**src/hdl/sfd_pkg.sv**
```systemverilog
package sfd_pkg;

   localparam logic [7:0] SYNC_BYTE_0 = 8'h10;
   localparam logic [7:0] SYNC_BYTE_1 = 8'h02;
   localparam logic [7:0] SYNC_BYTE_2 = 8'h93;
   localparam logic [7:0] ESCAPE_BYTE = 8'h10;
   localparam logic [7:0] LEN_MIN = 8'd12;
   localparam logic [7:0] LEN_MAX = 8'd234;
   localparam logic [7:0] HEADER_BYTES = 8'd11;
   localparam logic [7:0] SINGLE_FRAME_MAX = 8'd8;

   localparam logic [1:0] OP_START = 2'd0;
   localparam logic [1:0] OP_TAKE = 2'd1;
   localparam logic [1:0] OP_END = 2'd2;

   localparam logic [1:0] KIND_PAYLOAD = 2'd0;
   localparam logic [1:0] KIND_END_GOOD = 2'd1;
   localparam logic [1:0] KIND_END_BAD = 2'd2;

   typedef struct packed {
      logic [1:0] kind;
      logic [7:0] data;
   } op_type;

endpackage

```
**src/hdl/stuffed_frame_deframer.sv**
```systemverilog
// channel | ports                                 | direction
// input   | req_valid req_ready req_rx_byte       | in
// result  | rsp_valid rsp_ready rsp_* fields      | out
// one byte accepted per cycle unless the queue is full; its op passes a queue slot, then the output register
// a byte passes the sync/length/escape parser, then a short op queue, then the sum/header unit
// synchronous active-high reset returns to sync hunt and empties the queue
// a stalled result holds the output register; the parser keeps taking bytes until the queue fills
module stuffed_frame_deframer #(
   parameter int QUEUE_DEPTH = 2
) (
   input  logic        clock,
   input  logic        reset,
   input  logic        req_valid,
   output logic        req_ready,
   input  logic [7:0]  req_rx_byte,
   output logic        rsp_valid,
   input  logic        rsp_ready,
   output logic [1:0]  rsp_record_kind,
   output logic [7:0]  rsp_payload_byte,
   output logic [7:0]  rsp_payload_index,
   output logic [23:0] rsp_group_number,
   output logic [7:0]  rsp_priority_res,
   output logic [7:0]  rsp_destination,
   output logic [7:0]  rsp_source,
   output logic [7:0]  rsp_payload_length,
   output logic        rsp_multi_frame
);

   logic            push, pop, empty, full;
   sfd_pkg::op_type push_op, pop_op;

   sfd_front u_front (
      .clock       (clock),
      .reset       (reset),
      .req_valid   (req_valid),
      .req_ready   (req_ready),
      .req_rx_byte (req_rx_byte),
      .queue_full  (full),
      .push        (push),
      .push_op     (push_op)
   );

   sfd_queue #(.DEPTH(QUEUE_DEPTH)) u_queue (
      .clock   (clock),
      .reset   (reset),
      .push    (push),
      .push_op (push_op),
      .pop     (pop),
      .pop_op  (pop_op),
      .empty   (empty),
      .full    (full)
   );

   sfd_back u_back (
      .clock              (clock),
      .reset              (reset),
      .queue_empty        (empty),
      .pop_op             (pop_op),
      .pop                (pop),
      .rsp_valid          (rsp_valid),
      .rsp_ready          (rsp_ready),
      .rsp_record_kind    (rsp_record_kind),
      .rsp_payload_byte   (rsp_payload_byte),
      .rsp_payload_index  (rsp_payload_index),
      .rsp_group_number   (rsp_group_number),
      .rsp_priority_res   (rsp_priority_res),
      .rsp_destination    (rsp_destination),
      .rsp_source         (rsp_source),
      .rsp_payload_length (rsp_payload_length),
      .rsp_multi_frame    (rsp_multi_frame)
   );

endmodule

```
**src/hdl/sfd_front.sv**
```systemverilog
module sfd_front (
   input  logic           clock,
   input  logic           reset,
   input  logic           req_valid,
   output logic           req_ready,
   input  logic [7:0]     req_rx_byte,
   input  logic           queue_full,
   output logic           push,
   output sfd_pkg::op_type push_op
);

   localparam logic [2:0] ST_SYNC0 = 3'd0;
   localparam logic [2:0] ST_SYNC1 = 3'd1;
   localparam logic [2:0] ST_SYNC2 = 3'd2;
   localparam logic [2:0] ST_LEN = 3'd3;
   localparam logic [2:0] ST_BODY = 3'd4;
   localparam logic [2:0] ST_ESC = 3'd5;

   logic [2:0] state_ff, state_in;
   logic [7:0] left_ff, left_in;
   logic       accept;

   assign req_ready = !queue_full;
   assign accept = req_valid && req_ready;

   always_comb begin
      state_in = state_ff;
      left_in = left_ff;
      push = 1'b0;
      push_op.kind = sfd_pkg::OP_TAKE;
      push_op.data = req_rx_byte;
      if (accept) begin
         unique case (state_ff)
            ST_SYNC0: begin
               if (req_rx_byte == sfd_pkg::SYNC_BYTE_0) state_in = ST_SYNC1;
            end
            ST_SYNC1: begin
               state_in = (req_rx_byte == sfd_pkg::SYNC_BYTE_1) ? ST_SYNC2 : ST_SYNC0;
            end
            ST_SYNC2: begin
               state_in = (req_rx_byte == sfd_pkg::SYNC_BYTE_2) ? ST_LEN : ST_SYNC0;
            end
            ST_LEN: begin
               if (req_rx_byte < sfd_pkg::LEN_MIN || req_rx_byte > sfd_pkg::LEN_MAX) begin
                  state_in = ST_SYNC0;
               end else begin
                  left_in = req_rx_byte;
                  push = 1'b1;
                  push_op.kind = sfd_pkg::OP_START;
                  state_in = ST_BODY;
               end
            end
            ST_BODY: begin
               if (left_ff != 8'd0) begin
                  left_in = left_ff - 8'd1;
                  if (req_rx_byte == sfd_pkg::ESCAPE_BYTE) begin
                     state_in = ST_ESC;
                  end else begin
                     push = 1'b1;
                  end
               end else begin
                  push = 1'b1;
                  push_op.kind = sfd_pkg::OP_END;
                  state_in = ST_SYNC0;
               end
            end
            ST_ESC: begin
               push = 1'b1;
               state_in = ST_BODY;
            end
            default: state_in = ST_SYNC0;
         endcase
      end
   end

   always_ff @(posedge clock) begin
      if (reset) begin
         state_ff <= ST_SYNC0;
         left_ff <= 8'd0;
      end else begin
         state_ff <= state_in;
         left_ff <= left_in;
      end
   end

   ast_push_needs_accept: assert property (@(posedge clock) disable iff (reset)
      push |-> accept)
      else $error("op pushed without an accepted transaction");

endmodule

```
**src/hdl/sfd_queue.sv**
```systemverilog
module sfd_queue #(
   parameter int DEPTH = 2
) (
   input  logic           clock,
   input  logic           reset,
   input  logic           push,
   input  sfd_pkg::op_type push_op,
   input  logic           pop,
   output sfd_pkg::op_type pop_op,
   output logic           empty,
   output logic           full
);

   localparam int AW = (DEPTH > 1) ? $clog2(DEPTH) : 1;
   localparam int CW = $clog2(DEPTH + 1);
   localparam logic [AW-1:0] LAST = AW'(DEPTH - 1);
   localparam logic [CW-1:0] FULL_COUNT = CW'(DEPTH);

   sfd_pkg::op_type slot_ff [DEPTH];
   logic [AW-1:0] wr_ff, wr_in, rd_ff, rd_in;
   logic [CW-1:0] count_ff, count_in;

   assign empty = (count_ff == '0);
   assign full = (count_ff == FULL_COUNT);
   assign pop_op = slot_ff[rd_ff];

   always_comb begin
      wr_in = wr_ff;
      rd_in = rd_ff;
      count_in = count_ff;
      if (push) wr_in = (wr_ff == LAST) ? '0 : wr_ff + AW'(1);
      if (pop) rd_in = (rd_ff == LAST) ? '0 : rd_ff + AW'(1);
      if (push && !pop) count_in = count_ff + CW'(1);
      else if (pop && !push) count_in = count_ff - CW'(1);
   end

   always_ff @(posedge clock) begin
      if (reset) begin
         wr_ff <= '0;
         rd_ff <= '0;
         count_ff <= '0;
      end else begin
         wr_ff <= wr_in;
         rd_ff <= rd_in;
         count_ff <= count_in;
      end
   end

   always_ff @(posedge clock) begin
      if (push) slot_ff[wr_ff] <= push_op;
   end

   ast_count_bound: assert property (@(posedge clock) disable iff (reset)
      count_ff <= FULL_COUNT)
      else $error("queue count beyond depth");

   ast_no_overflow: assert property (@(posedge clock) disable iff (reset)
      full && !pop |-> !push)
      else $error("push into full queue");

   ast_no_underflow: assert property (@(posedge clock) disable iff (reset)
      empty |-> !pop)
      else $error("pop from empty queue");

endmodule

```
**src/hdl/sfd_back.sv**
```systemverilog
module sfd_back (
   input  logic            clock,
   input  logic            reset,
   input  logic            queue_empty,
   input  sfd_pkg::op_type pop_op,
   output logic            pop,
   output logic            rsp_valid,
   input  logic            rsp_ready,
   output logic [1:0]      rsp_record_kind,
   output logic [7:0]      rsp_payload_byte,
   output logic [7:0]      rsp_payload_index,
   output logic [23:0]     rsp_group_number,
   output logic [7:0]      rsp_priority_res,
   output logic [7:0]      rsp_destination,
   output logic [7:0]      rsp_source,
   output logic [7:0]      rsp_payload_length,
   output logic            rsp_multi_frame
);

   logic        valid_ff, valid_in;
   logic [7:0]  sum_ff, sum_in, sum_add;
   logic [7:0]  count_ff, count_in;
   logic [7:0]  prio_ff, prio_in;
   logic [23:0] group_ff, group_in;
   logic [7:0]  dest_ff, dest_in;
   logic [7:0]  src_ff, src_in;
   logic        produce;
   logic [7:0]  plen;

   logic [1:0]  kind_ff, kind_in;
   logic [7:0]  byte_ff, byte_in;
   logic [7:0]  index_ff, index_in;
   logic [23:0] ogroup_ff, ogroup_in;
   logic [7:0]  oprio_ff, oprio_in;
   logic [7:0]  odest_ff, odest_in;
   logic [7:0]  osrc_ff, osrc_in;
   logic [7:0]  olen_ff, olen_in;
   logic        omulti_ff, omulti_in;

   assign pop = !queue_empty && (!valid_ff || rsp_ready);
   assign sum_add = sum_ff + pop_op.data;
   assign plen = count_ff - sfd_pkg::HEADER_BYTES;

   always_comb begin
      sum_in = sum_ff;
      count_in = count_ff;
      prio_in = prio_ff;
      group_in = group_ff;
      dest_in = dest_ff;
      src_in = src_ff;
      produce = 1'b0;
      kind_in = sfd_pkg::KIND_PAYLOAD;
      byte_in = 8'd0;
      index_in = 8'd0;
      ogroup_in = 24'd0;
      oprio_in = 8'd0;
      odest_in = 8'd0;
      osrc_in = 8'd0;
      olen_in = 8'd0;
      omulti_in = 1'b0;
      if (pop) begin
         unique case (pop_op.kind)
            sfd_pkg::OP_START: begin
               sum_in = sfd_pkg::SYNC_BYTE_2 + pop_op.data;
               count_in = 8'd0;
            end
            sfd_pkg::OP_TAKE: begin
               sum_in = sum_add;
               count_in = count_ff + 8'd1;
               case (count_ff)
                  8'd0: prio_in = pop_op.data;
                  8'd1: group_in[7:0] = pop_op.data;
                  8'd2: group_in[15:8] = pop_op.data;
                  8'd3: group_in[23:16] = pop_op.data;
                  8'd4: dest_in = pop_op.data;
                  8'd5: src_in = pop_op.data;
                  default: ;
               endcase
               if (count_ff >= sfd_pkg::HEADER_BYTES) begin
                  produce = 1'b1;
                  byte_in = pop_op.data;
                  index_in = plen;
               end
            end
            sfd_pkg::OP_END: begin
               sum_in = sum_add;
               produce = 1'b1;
               kind_in = (sum_add == 8'd0) ? sfd_pkg::KIND_END_GOOD : sfd_pkg::KIND_END_BAD;
               ogroup_in = group_ff;
               oprio_in = prio_ff;
               odest_in = dest_ff;
               osrc_in = src_ff;
               olen_in = plen;
               omulti_in = (plen > sfd_pkg::SINGLE_FRAME_MAX);
            end
            default: ;
         endcase
      end
      valid_in = pop ? produce : (valid_ff && !rsp_ready);
   end

   always_ff @(posedge clock) begin
      if (reset) begin
         valid_ff <= 1'b0;
         sum_ff <= 8'd0;
         count_ff <= 8'd0;
         prio_ff <= 8'd0;
         group_ff <= 24'd0;
         dest_ff <= 8'd0;
         src_ff <= 8'd0;
      end else begin
         valid_ff <= valid_in;
         sum_ff <= sum_in;
         count_ff <= count_in;
         prio_ff <= prio_in;
         group_ff <= group_in;
         dest_ff <= dest_in;
         src_ff <= src_in;
      end
   end

   always_ff @(posedge clock) begin
      if (pop && produce) begin
         kind_ff <= kind_in;
         byte_ff <= byte_in;
         index_ff <= index_in;
         ogroup_ff <= ogroup_in;
         oprio_ff <= oprio_in;
         odest_ff <= odest_in;
         osrc_ff <= osrc_in;
         olen_ff <= olen_in;
         omulti_ff <= omulti_in;
      end
   end

   assign rsp_valid = valid_ff;
   assign rsp_record_kind = kind_ff;
   assign rsp_payload_byte = byte_ff;
   assign rsp_payload_index = index_ff;
   assign rsp_group_number = ogroup_ff;
   assign rsp_priority_res = oprio_ff;
   assign rsp_destination = odest_ff;
   assign rsp_source = osrc_ff;
   assign rsp_payload_length = olen_ff;
   assign rsp_multi_frame = omulti_ff;

   ast_stall_holds: assert property (@(posedge clock) disable iff (reset)
      valid_ff && !rsp_ready |-> !pop)
      else $error("op taken while result stalled");

   ast_payload_fields_clear: assert property (@(posedge clock) disable iff (reset)
      valid_ff && kind_ff == sfd_pkg::KIND_PAYLOAD |-> olen_ff == 8'd0 && !omulti_ff)
      else $error("payload record carries end fields");

endmodule

```
**config.mk**
```make
export PLATFORM = sky130hd
export DESIGN_NAME = stuffed_frame_deframer
export DESIGN_NICKNAME = d
export VERILOG_FILES = /design/src/hdl/sfd_pkg.sv /design/src/hdl/stuffed_frame_deframer.sv /design/src/hdl/sfd_front.sv /design/src/hdl/sfd_queue.sv /design/src/hdl/sfd_back.sv
export SDC_FILE = /design/constraint.sdc
export NUM_CORES = 1
export LEC_CHECK = 0
export ABC_AREA = 1
export BUFFER_PORTS_ARGS = -buffer_cell sky130_fd_sc_hd__buf_2
export CAP_MARGIN = 20
export CORE_ASPECT_RATIO = 1.25
export CORE_MARGIN = 2
export CORE_UTILIZATION = 24
export CTS_CLUSTER_DIAMETER = 200
export DETAILED_ROUTE_END_ITERATION = 10
export SYNTH_ARGS = -nofsm -noshare
export SYNTH_HDL_FRONTEND = slang
export SYNTH_HIERARCHICAL = 1
export SYNTH_SLANG_ARGS = --single-unit
```
**constraint.sdc**
```tcl
create_clock -name clock -period 3.6 [get_ports clock]
set_input_delay 0 -clock clock [delete_from_list [all_inputs] [get_ports clock]]
set_output_delay 0 -clock clock [all_outputs]
set_load 0.01 [all_outputs]
```
==> impl_metrics.toml, run 1 <==
[status]
status = "finished with violations"
violations = "negative hold slack"

[setup_path]
r2r_cells = 8
slowest_stage = "dfxtp_1"
max_stage_delay_ns = 0.57
worst_r2r_endpoint = "u_back/rsp_source[0]"
worst-endpoint-required_ns = 3.69
path_cells = "mux2_2 -> inv_1 -> ha_1 -> nand2_1 -> a21oi_1 -> o21ai_0 -> inv_2 -> buf_12"
critPathLaunchType = "flop"
worstPathArrival_ns = 2.86
crit_type = "reg -> reg"
end_kind = "flop"
critPathTopFamily = "flip-flops"
r2r_slack_ns = 0.84
path_max_fanout = 75
cp_num_buf_inv = 3

[yosys]
synth_top_family_by_area = "simple AND/OR/NAND/NOR gates"
netlist_instances = 881
yosys.area_share.xor_xnor_pct = 0.7752
synth_top_area_share_pct = 36.07
synthAdderAreaFrac_pct = 3.417
synth_enable_flop_cells = 95
synth_ff_type = "edfxtp_1"
synthTopCellsByCount = "136 x nor2_1, 131 x nand2_1, 127 x inv_1"
ys_types = 40
yosysWarningCount = 6
synthSimpleGateAreaFrac_pct = 18.30
synth.area.mux_share_pct = 1.424
syn_area_per_cell_um2 = 8.977
synth_compound_area_share_pct = 10.47
syn_nets = 914
synthTopCellsByArea = "edfxtp_1 36%, dfxtp_1 21%, nor2_1 6.5%, nand2_1 6.2%, inv_1 6.0%"
yosysMostFrequentCell = "nor2_1"
ys_async_sr_fraction_pct = 0
synthesis.area_um2 = 7909
ys_ff_latch = 176
ys_seq_area_share_pct = 56.57
synth_top_cell_by_area = "edfxtp_1"

[min_path]
worstHoldStart = "req_valid"
holdPathEnd = "u_front/state_ff[0]"
hp-class = "in -> reg"
min_path_cells = 4

[global_routing]
grt_pass1_vias = 5589
grt_max_degree = 76
grt-ovfl-total = 0
antenna_found_initial = 0
grt_pass1_wl_mm = 28.19
track_usage_pct = 10.42

[power]
power_leakage_nw = 3.836
power_density_nw_per_um2 = 517.8
vdd.ir_drop.worst_mv = 0.4057

[die]
die_x_um = 166.4
core_um2 = 32590
die_area_um2 = 34430
io_pins = 89
initial_core_util_pct = 24.27
rows = 74
die_h_um = 207.0

[timing]
slew_violations = 0
fin_crit_sh_pct = 76.79
grt_setup_unrepaired = "no"
setup_viol = 0
clock.fmax_mhz = 361.7
tightest_slew_ns = 0.7963
hold_viol = 1
max_slew_margin_pct = 46.72
fin_crit_ns = 2.764
fin_ws_ns = 0.8356
skew_ns = 0.01199
holdWs_ns = -0.002497
setup-tns-final_ns = 0

[route]
via_per_inst = 4.226
drcViolationCount = 0
drt_iter0_drc = 501
drt_wl_total_mm = 17.70
first_pass_iters = 5
wl_per_cell_um = 12.68
vias = 5899
drtAntennaViolNets = 0

[placement]
place.gp.congestion = 0.8421
pre_cts_slack_ns = 0.8407
placed_area_um2 = 8710
portBuffers = 88
hpwl_mm = 12.39

[final_layout]
fin_util_pct = 28.90
final_area_um2 = 9418
area_growth_pct = 19.08
antenna_cells = 0
nets = 998
drive_gt1_share_pct = 16.67
fillCellCount = 3459

[clock_tree]
clockBufferDepth = 2
cts.clk_slew.worst_paths_ns = 0.07
htree_num_levels = 4
cts_buffers = 17
clk_latency_ns = 0.44
postCtsSetupBuffers = 0
cts_tree = "done"
cts_root_buffer = "clkbuf_16"
clock_sinks = 176

[run]
max-cap-violations = 0
[flip-flops by register name (all words and copies together) (netlist names), 2 cells and up, named ones only]
| register | flops |
|---|---|
| u_back/count_ff | 8 |
| u_front/state_ff | 3 |
| u_back/src_ff | 8 |
| u_back/rsp_payload_index | 8 |
| u_back/rsp_priority_res | 8 |
| u_front/left_ff | 8 |
| u_queue/count_ff | 2 |
| u_back/rsp_payload_byte | 8 |
| u_queue/slot_ff | 20 |
| u_back/rsp_payload_length | 8 |
| u_back/sum_ff | 8 |
| u_back/rsp_record_kind | 2 |
| u_back/rsp_group_number | 24 |
| u_back/rsp_destination | 8 |
| u_back/prio_ff | 8 |
| u_back/rsp_source | 8 |
| u_back/group_ff | 24 |
| u_back/dest_ff | 8 |
[stage by stage]
step	power [mW]	std cells	hold WS (ns)
global route	5.110	1396	0.01882
finish	4.876	1396	-0.002497
global placement	3.037	1353	0.2520
floorplan	2.861	881	0.06907
CTS	4.930	1396	0.003370
detailed placement	3.053	1353	0.2578
[metal layers]
metal | routed length [µm] | GRT usage [%] | share of wire (%) | vias to the layer above
li1 | - | - | - | 3029
met1 | 7626 | 11.78 | 43 | 2736
met2 | 9087 | 19.13 | 51 | 113
met3 | 692 | 2.479 | 3.9 | 21
met4 | 290 | 3.879 | 1.6 | 0
met5 | 0 | 0 | 0 | -
[where the power goes]
group          switching, mW  internal [mW]  total [mW]
combinational          0.530          0.286       0.816
sequential            0.0503           2.15        2.20
clock                  0.838           1.02        1.86
total                   1.42           3.46        4.88
[tightest hold or removal path, stage by stage]
cell and delay [ns]:
buf_2 0.08, nand2_1 0.16, nand2_1 0.10, a21oi_1 0.06
[cell usage in the layout, fill, tap and decap left out, drive strengths merged]
cell type and instances:
xnor2 3, nand2 135, buf 92, o21ai 80
nor4 1, nor3 8, o211ai 1, mux2 10
xor2 4, edfxtp 95, or2 1, a21oi 76
bufinv 1, nor2 142, nand3 37, inv 139
dfxtp 81, fa 1, a31oi 4, nand3b 3
ha 20, dlygate4sd3 11, nand4 8, clkinv 5
clkbuf 19, clkinvlp 1
[final cells by class]
| class | instances | area [µm²] | share of cell area, % |
|---|---|---|---|
| clock buffers | 19 | 452.9 | 4.809 |
| flip-flops and latches | 176 | 4474 | 47.51 |
| multi-input cells | 534 | 2723 | 28.91 |
| clock inverters | 13 | 145.1 | 1.541 |
| inverters | 133 | 506.7 | 5.381 |
| well taps | 418 | 523.0 | 5.553 |
| repair buffers | 103 | 593.1 | 6.297 |
[cell families (layout without fill, tap and decap cells)]
| logic type | after synthesis | after routing |
|---|---|---|
| simple gates | 335 | 335 |
| compound gates | 161 | 161 |
| xor+xnor | 7 | 7 |
| mux | 10 | 10 |
| buf+inv | 171 | 268 |
| flops | 176 | 176 |
| fa+ha+maj | 21 | 21 |
[worst max-delay path by stage]
stage	from	endpoint	slack [ns]	depth (start not counted)
finish	flop	u_back/rsp_source[0]	0.84	8
global placement	flop	u_back/rsp_priority_res[5]	0.93	8
floorplan	flop	u_back/rsp_destination[0]	0.1	8
detailed placement	flop	u_back/rsp_priority_res[5]	0.84	8
global route	flop	u_back/rsp_priority_res[5]	0.61	8
CTS	flop	u_back/rsp_priority_res[6]	0.83	8
[what timing repair did]
action / CTS / global route
endpoints found under the hold margin: 27 / 0
resized for setup: 0 / 0
hold buffers: 11 / 0
Note: power is estimated with default switching activity, not from simulation.
==> inputs of run 2 (changes only) <==
==> constraint.sdc (replaced) <==
create_clock -name clock -period 2.29 [get_ports clock]
set_input_delay 0 -clock clock [delete_from_list [all_inputs] [get_ports clock]]
set_output_delay 0 -clock clock [all_outputs]
set_load 0.01 [all_outputs]
==> run 2 against run 1 <==
Net effect:
- design area increased by 4.0%
- count of clock-buffer cells in the layout decreased by 1
- first-iteration DRC count decreased by 17%
- global-route usage increased by 0.19 points
- clock skew decreased by 0.00074 ns
- routed wire length increased by 1.7%
- the run still ends with negative hold slack left
==> impl_metrics.toml, run 2 (synthesized netlist as in run 1, its figures left out) <==
[status]
status = "finished with violations"
violations = "negative hold slack"

[global_routing]
antenna_found_initial = 0
grt_max_degree = 60
grt-ovfl-total = 0
track_usage_pct = 10.61
grt_pass1_wl_mm = 28.93
grt_pass1_vias = 5776

[timing]
max_slew_margin_pct = 68.26
slew_violations = 0
hold_viol = 1
skew_ns = 0.01126
setup_viol = 0
tightest_slew_ns = 0.4761
setup-tns-final_ns = 0
clock.fmax_mhz = 459.6
fin_crit_sh_pct = 95.02
holdWs_ns = -0.001478
fin_crit_ns = 2.176

[route]
drt_iter0_drc = 417
drcViolationCount = 0
first_pass_iters = 6
wl_per_cell_um = 12.70
vias = 6038
drt_wl_total_mm = 17.99
via_per_inst = 4.261
drtAntennaViolNets = 0

[min_path]
hp-class = "in -> reg"
min_path_cells = 4

[final_layout]
drive_gt1_share_pct = 20.02
layout_commonest_cell = "nor2_1"
fin_util_pct = 30.06
final_area_um2 = 9796
nets = 1019
area_growth_pct = 23.86
antenna_cells = 0
fin_cells = 1417
layout_common_cells = "134 x nor2_1, 128 x nand2_1, 124 x inv_1"

[setup_path]
max_stage_delay_ns = 0.39
worstSetupPathDepth = 11
worst_r2r_endpoint = "u_back/rsp_record_kind[1]"
path_max_fanout = 6
crit_top_cell = "nand2_1"
worstPathArrival_ns = 2.35
endpoint = "u_back/rsp_record_kind[1]"
slowest_stage = "fa_2"
r2r_cells = 11
worst-endpoint-required_ns = 2.47
r2r_slack_ns = 0.11
path_cells = "buf_4 -> mux2_4 -> inv_1 -> fa_2 -> nand3b_1 -> nand2_2 -> nand2_1 -> nand2_1 -> nand3_1 -> nor2_2 -> a21oi_1"
crit_type = "reg -> reg"
critPathLaunchType = "flop"
cp_num_buf_inv = 2
critPathTopFamily = "simple AND/OR/NAND/NOR gates"
end_kind = "flop"

[placement]
portBuffers = 88
place.gp.congestion = 0.8370
hpwl_mm = 12.90
placed_area_um2 = 8972
dp_cells = 1374

[die]
io_pins = 89
core_um2 = 32590
die_x_um = 166.4
initial_core_util_pct = 24.27
die_h_um = 207.0
die_area_um2 = 34430
rows = 74

[clock_tree]
clk_latency_ns = 0.43
htree_num_levels = 4
clockBufferDepth = 2
clock_sinks = 176
cts_tree = "done"
cts_root_buffer = "clkbuf_16"
cts_buffers = 17
cts.clk_slew.worst_paths_ns = 0.07

[power]
vdd.ir_drop.worst_mv = 0.4465
power_leakage_nw = 3.996
power_density_nw_per_um2 = 828.8

[run]
max-cap-violations = 0
## run 2: changes by cell type in the layout (fill, tap and decap cells not counted), moves of 3 or more
cell,before,now
buf_4,3,22
bufinv_16,1,5
buf_12,1,4
mux2_4,0,4
ha_1,20,15
mux2_2,10,6
ha_4,0,4
## run 2: through the flow
step	setup WS, ns	power (mW)	hold WS [ns]
2_1_floorplan	-0.4723	4.512	0.06497
3_3_place_gp	0.07777	4.842	0.2524
3_5_place_dp	0.02650	4.856	0.2586
4_1_cts	0.007931	8.144	0.01304
5_1_grt	-0.002404	8.556	0.04217
6_report	0.1141	8.118	-0.001478
## run 2: worst min-delay path by stage
stage                    from                    end  slack, ns
6_report            req_valid    u_front/state_ff[0]     -0.001
3_5_place_dp   req_rx_byte[5]  u_queue/slot_ff[0][5]       0.26
5_1_grt             req_valid    u_front/state_ff[0]       0.04
3_3_place_gp   req_rx_byte[5]  u_queue/slot_ff[0][5]       0.25
4_1_cts             req_valid    u_front/state_ff[0]       0.01
2_1_floorplan           reset                   flop       0.06
## run 2: layout make-up
type | instances | area, µm²
sequential | 176 | 4478
tap | 418 | 523.0
multi-input combinational | 534 | 2841
inverter | 133 | 510.5
clock inverter | 14 | 227.7
fill | 3444 | 22800
clock buffer | 18 | 429.2
timing repair buffer | 124 | 785.8
## run 2: report_power, final
| part | switching (mW) | internal, mW |
|---|---|---|
| clock network | 1.26 | 1.96 |
| logic | 0.881 | 0.539 |
| registers | 0.0817 | 3.39 |
## run 2: tightest hold or removal path: stages
cell and delay (ns):
buf_2 0.07, nand2_1 0.15, nand2_1 0.10, a21oi_1 0.06
## run 2: timing repair
action / CTS / global route
resized for setup: 0 / 14
endpoints found under the setup margin: 0 / 87
hold endpoints to repair: 27 / 0
setup buffers: 0 / 1
hold buffers: 10 / 0
## run 2: routing by layer
layer | track usage [%] | vias up | wire length (µm)
met5 | 0 | - | 0
met4 | 3.602 | 0 | 224
met3 | 2.288 | 18 | 789
met2 | 19.14 | 136 | 9170
met1 | 12.55 | 2816 | 7805
li1 | - | 3068 | -
==> inputs of run 3 (changes only) <==
--- a/config.mk
+++ b/config.mk
@@ -9,7 +9,6 @@
 export BUFFER_PORTS_ARGS = -buffer_cell sky130_fd_sc_hd__buf_2
 export CAP_MARGIN = 20
 export CORE_ASPECT_RATIO = 1.25
-export CORE_MARGIN = 2
 export CORE_UTILIZATION = 24
 export CTS_CLUSTER_DIAMETER = 200
 export DETAILED_ROUTE_END_ITERATION = 10
==> run 3 against run 2 <==
Net effect:
- register-to-register slack got worse by 0.02 ns
- critical path depth decreased by 2
- hold slack got worse by 0.0043 ns
- via count decreased by 2.0%
- largest power group unchanged
- utilization increased by 0.057 points
- fmax decreased by 0.81%
- count of clock-buffer cells in the layout unchanged
- non-clock buffer count decreased by 2
- the flow still finishes with violations (negative hold slack)
- design area decreased by 1.2%
==> impl_metrics.toml, run 3 (synthesized netlist as in run 1, its figures left out) <==
[route]
drtAntennaViolNets = 0
wl_per_cell_um = 12.38
via_per_inst = 4.202
drcViolationCount = 0
drt_iter0_drc = 433
first_pass_iters = 5
vias = 5920
drt_wl_total_mm = 17.45

[final_layout]
drive_gt1_share_pct = 19.76
seq_area_um2 = 4478
layout_commonest_cell = "nor2_1"
layout_common_cells = "135 x nor2_1, 128 x nand2_1, 124 x inv_1"
antenna_cells = 0
multi_input_area_um2 = 2834
area_growth_pct = 22.42
fillCellCount = 3422
final_area_um2 = 9682
nets = 1017
fin_util_pct = 30.11

[status]
violations = "negative hold slack"
status = "finished with violations"

[timing]
slew_violations = 0
fin_crit_sh_pct = 95.79
setup_viol = 0
fin_ws_ns = 0.09633
fin_crit_ns = 2.194
holdWs_ns = -0.005802
skew_ns = 0.01557
clock.fmax_mhz = 455.9
max_slew_margin_pct = 70.16
setup-tns-final_ns = 0
hold_viol = 1
tightest_slew_ns = 0.4465
grt_setup_unrepaired = "yes"

[die]
die_area_um2 = 33690
die_x_um = 164.4
die_h_um = 205.0
core_um2 = 32150
initial_core_util_pct = 24.60
io_pins = 89
rows = 73

[clock_tree]
htree_num_levels = 4
clk_latency_ns = 0.43
cts_buffers = 17
clockBufferDepth = 2
clock_sinks = 176
cts_root_buffer = "clkbuf_16"
cts.clk_slew.worst_paths_ns = 0.07
cts_tree = "done"

[min_path]
hp-class = "in -> reg"

[power]
power_density_nw_per_um2 = 801.0
vdd.ir_drop.worst_mv = 0.4833
power_leakage_nw = 3.942

[setup_path]
path_max_fanout = 47
worstPathArrival_ns = 2.31
worst-endpoint-required_ns = 2.40
end_kind = "flop"
critPathLaunchType = "flop"
crit_type = "reg -> reg"

[placement]
portBuffers = 88
pre_cts_slack_ns = -0.02053
place.gp.congestion = 0.8373
placed_area_um2 = 8930
hpwl_mm = 12.50

[global_routing]
grt_pass1_vias = 5573
grt-ovfl-total = 0
antenna_found_initial = 0
grt_max_degree = 60
grt_pass1_wl_mm = 27.86
track_usage_pct = 10.79

[run]
max-cap-violations = 0
-- run 3: cell count changes in the layout (fill, tap and decap cells not counted), sizes merged --
cell | before | now
bufinv | 5 | 2
clkinvlp | 1 | 3
buf | 114 | 113
clkinv | 5 | 6
dlygate4sd3 | 10 | 9
-- run 3: area by class of cell --
cell class,count,share of cell area [%]
well taps,412,5.324
inverters,133,5.299
repair buffers,122,7.844
multi-input cells,534,29.27
clock inverters,14,1.577
flip-flops and latches,176,46.25
clock buffers,18,4.433
-- run 3: power breakdown --
part / switching [mW] / leakage [nW] / total (mW) / internal, mW
logic: 0.874 / 2.08 / 1.42 / 0.541
clock network: 1.24 / 0.281 / 2.86 / 1.62
registers: 0.0839 / 1.59 / 3.47 / 3.39
-- run 3: final timing paths --
check / start / endpoint / slack [ns] / cells after the start
worst max-delay path: flop / u_back/rsp_source[1] / 0.1 / 9
worst max register to register: flop / u_back/rsp_source[1] / 0.1 / 9
worst min register to register: u_back/group_ff[11] / u_back/group_ff[11] / 0.45 / 2
worst min-delay path: req_valid / u_front/state_ff[0] / -0.006 / 4
-- run 3: routing by layer --
metal / track usage [%] / vias to the layer above / routed length, µm
li1: - / 3067 / -
met1: 12.39 / 2720 / 7524
met2: 19.05 / 113 / 8854
met3: 2.349 / 20 / 707
met4: 4.630 / 0 / 361
met5: 0 / - / 0
-- run 3: critical path: stages (launching register included) --
cell and delay, ns:
dfxtp_4 0.40, buf_6 0.12, mux2_4 0.32, inv_4 0.08
ha_4 0.22, nand2_4 0.08, a21oi_4 0.16, o21ai_4 0.09
clkinvlp_4 0.11, buf_12 0.24
-- run 3: through the flow --
stage	std cells	total power, mW
final	1409	7.755
after global placement	1365	4.832
after detailed placement	1365	4.845
after floorplan	881	4.512
after CTS	1406	7.753
after global routing	1409	8.185
-- run 3: what timing repair did --
| item | in CTS | in global routing |
|---|---|---|
| endpoints found under the hold margin | 18 | 0 |
| hold buffers | 9 | 0 |
| resized for setup | 1 | 10 |
| pin swaps | 0 | 3 |
| endpoints found under the setup margin | 1 | 4 |
| cloned | 0 | 0 |
| setup buffers | 0 | 3 |
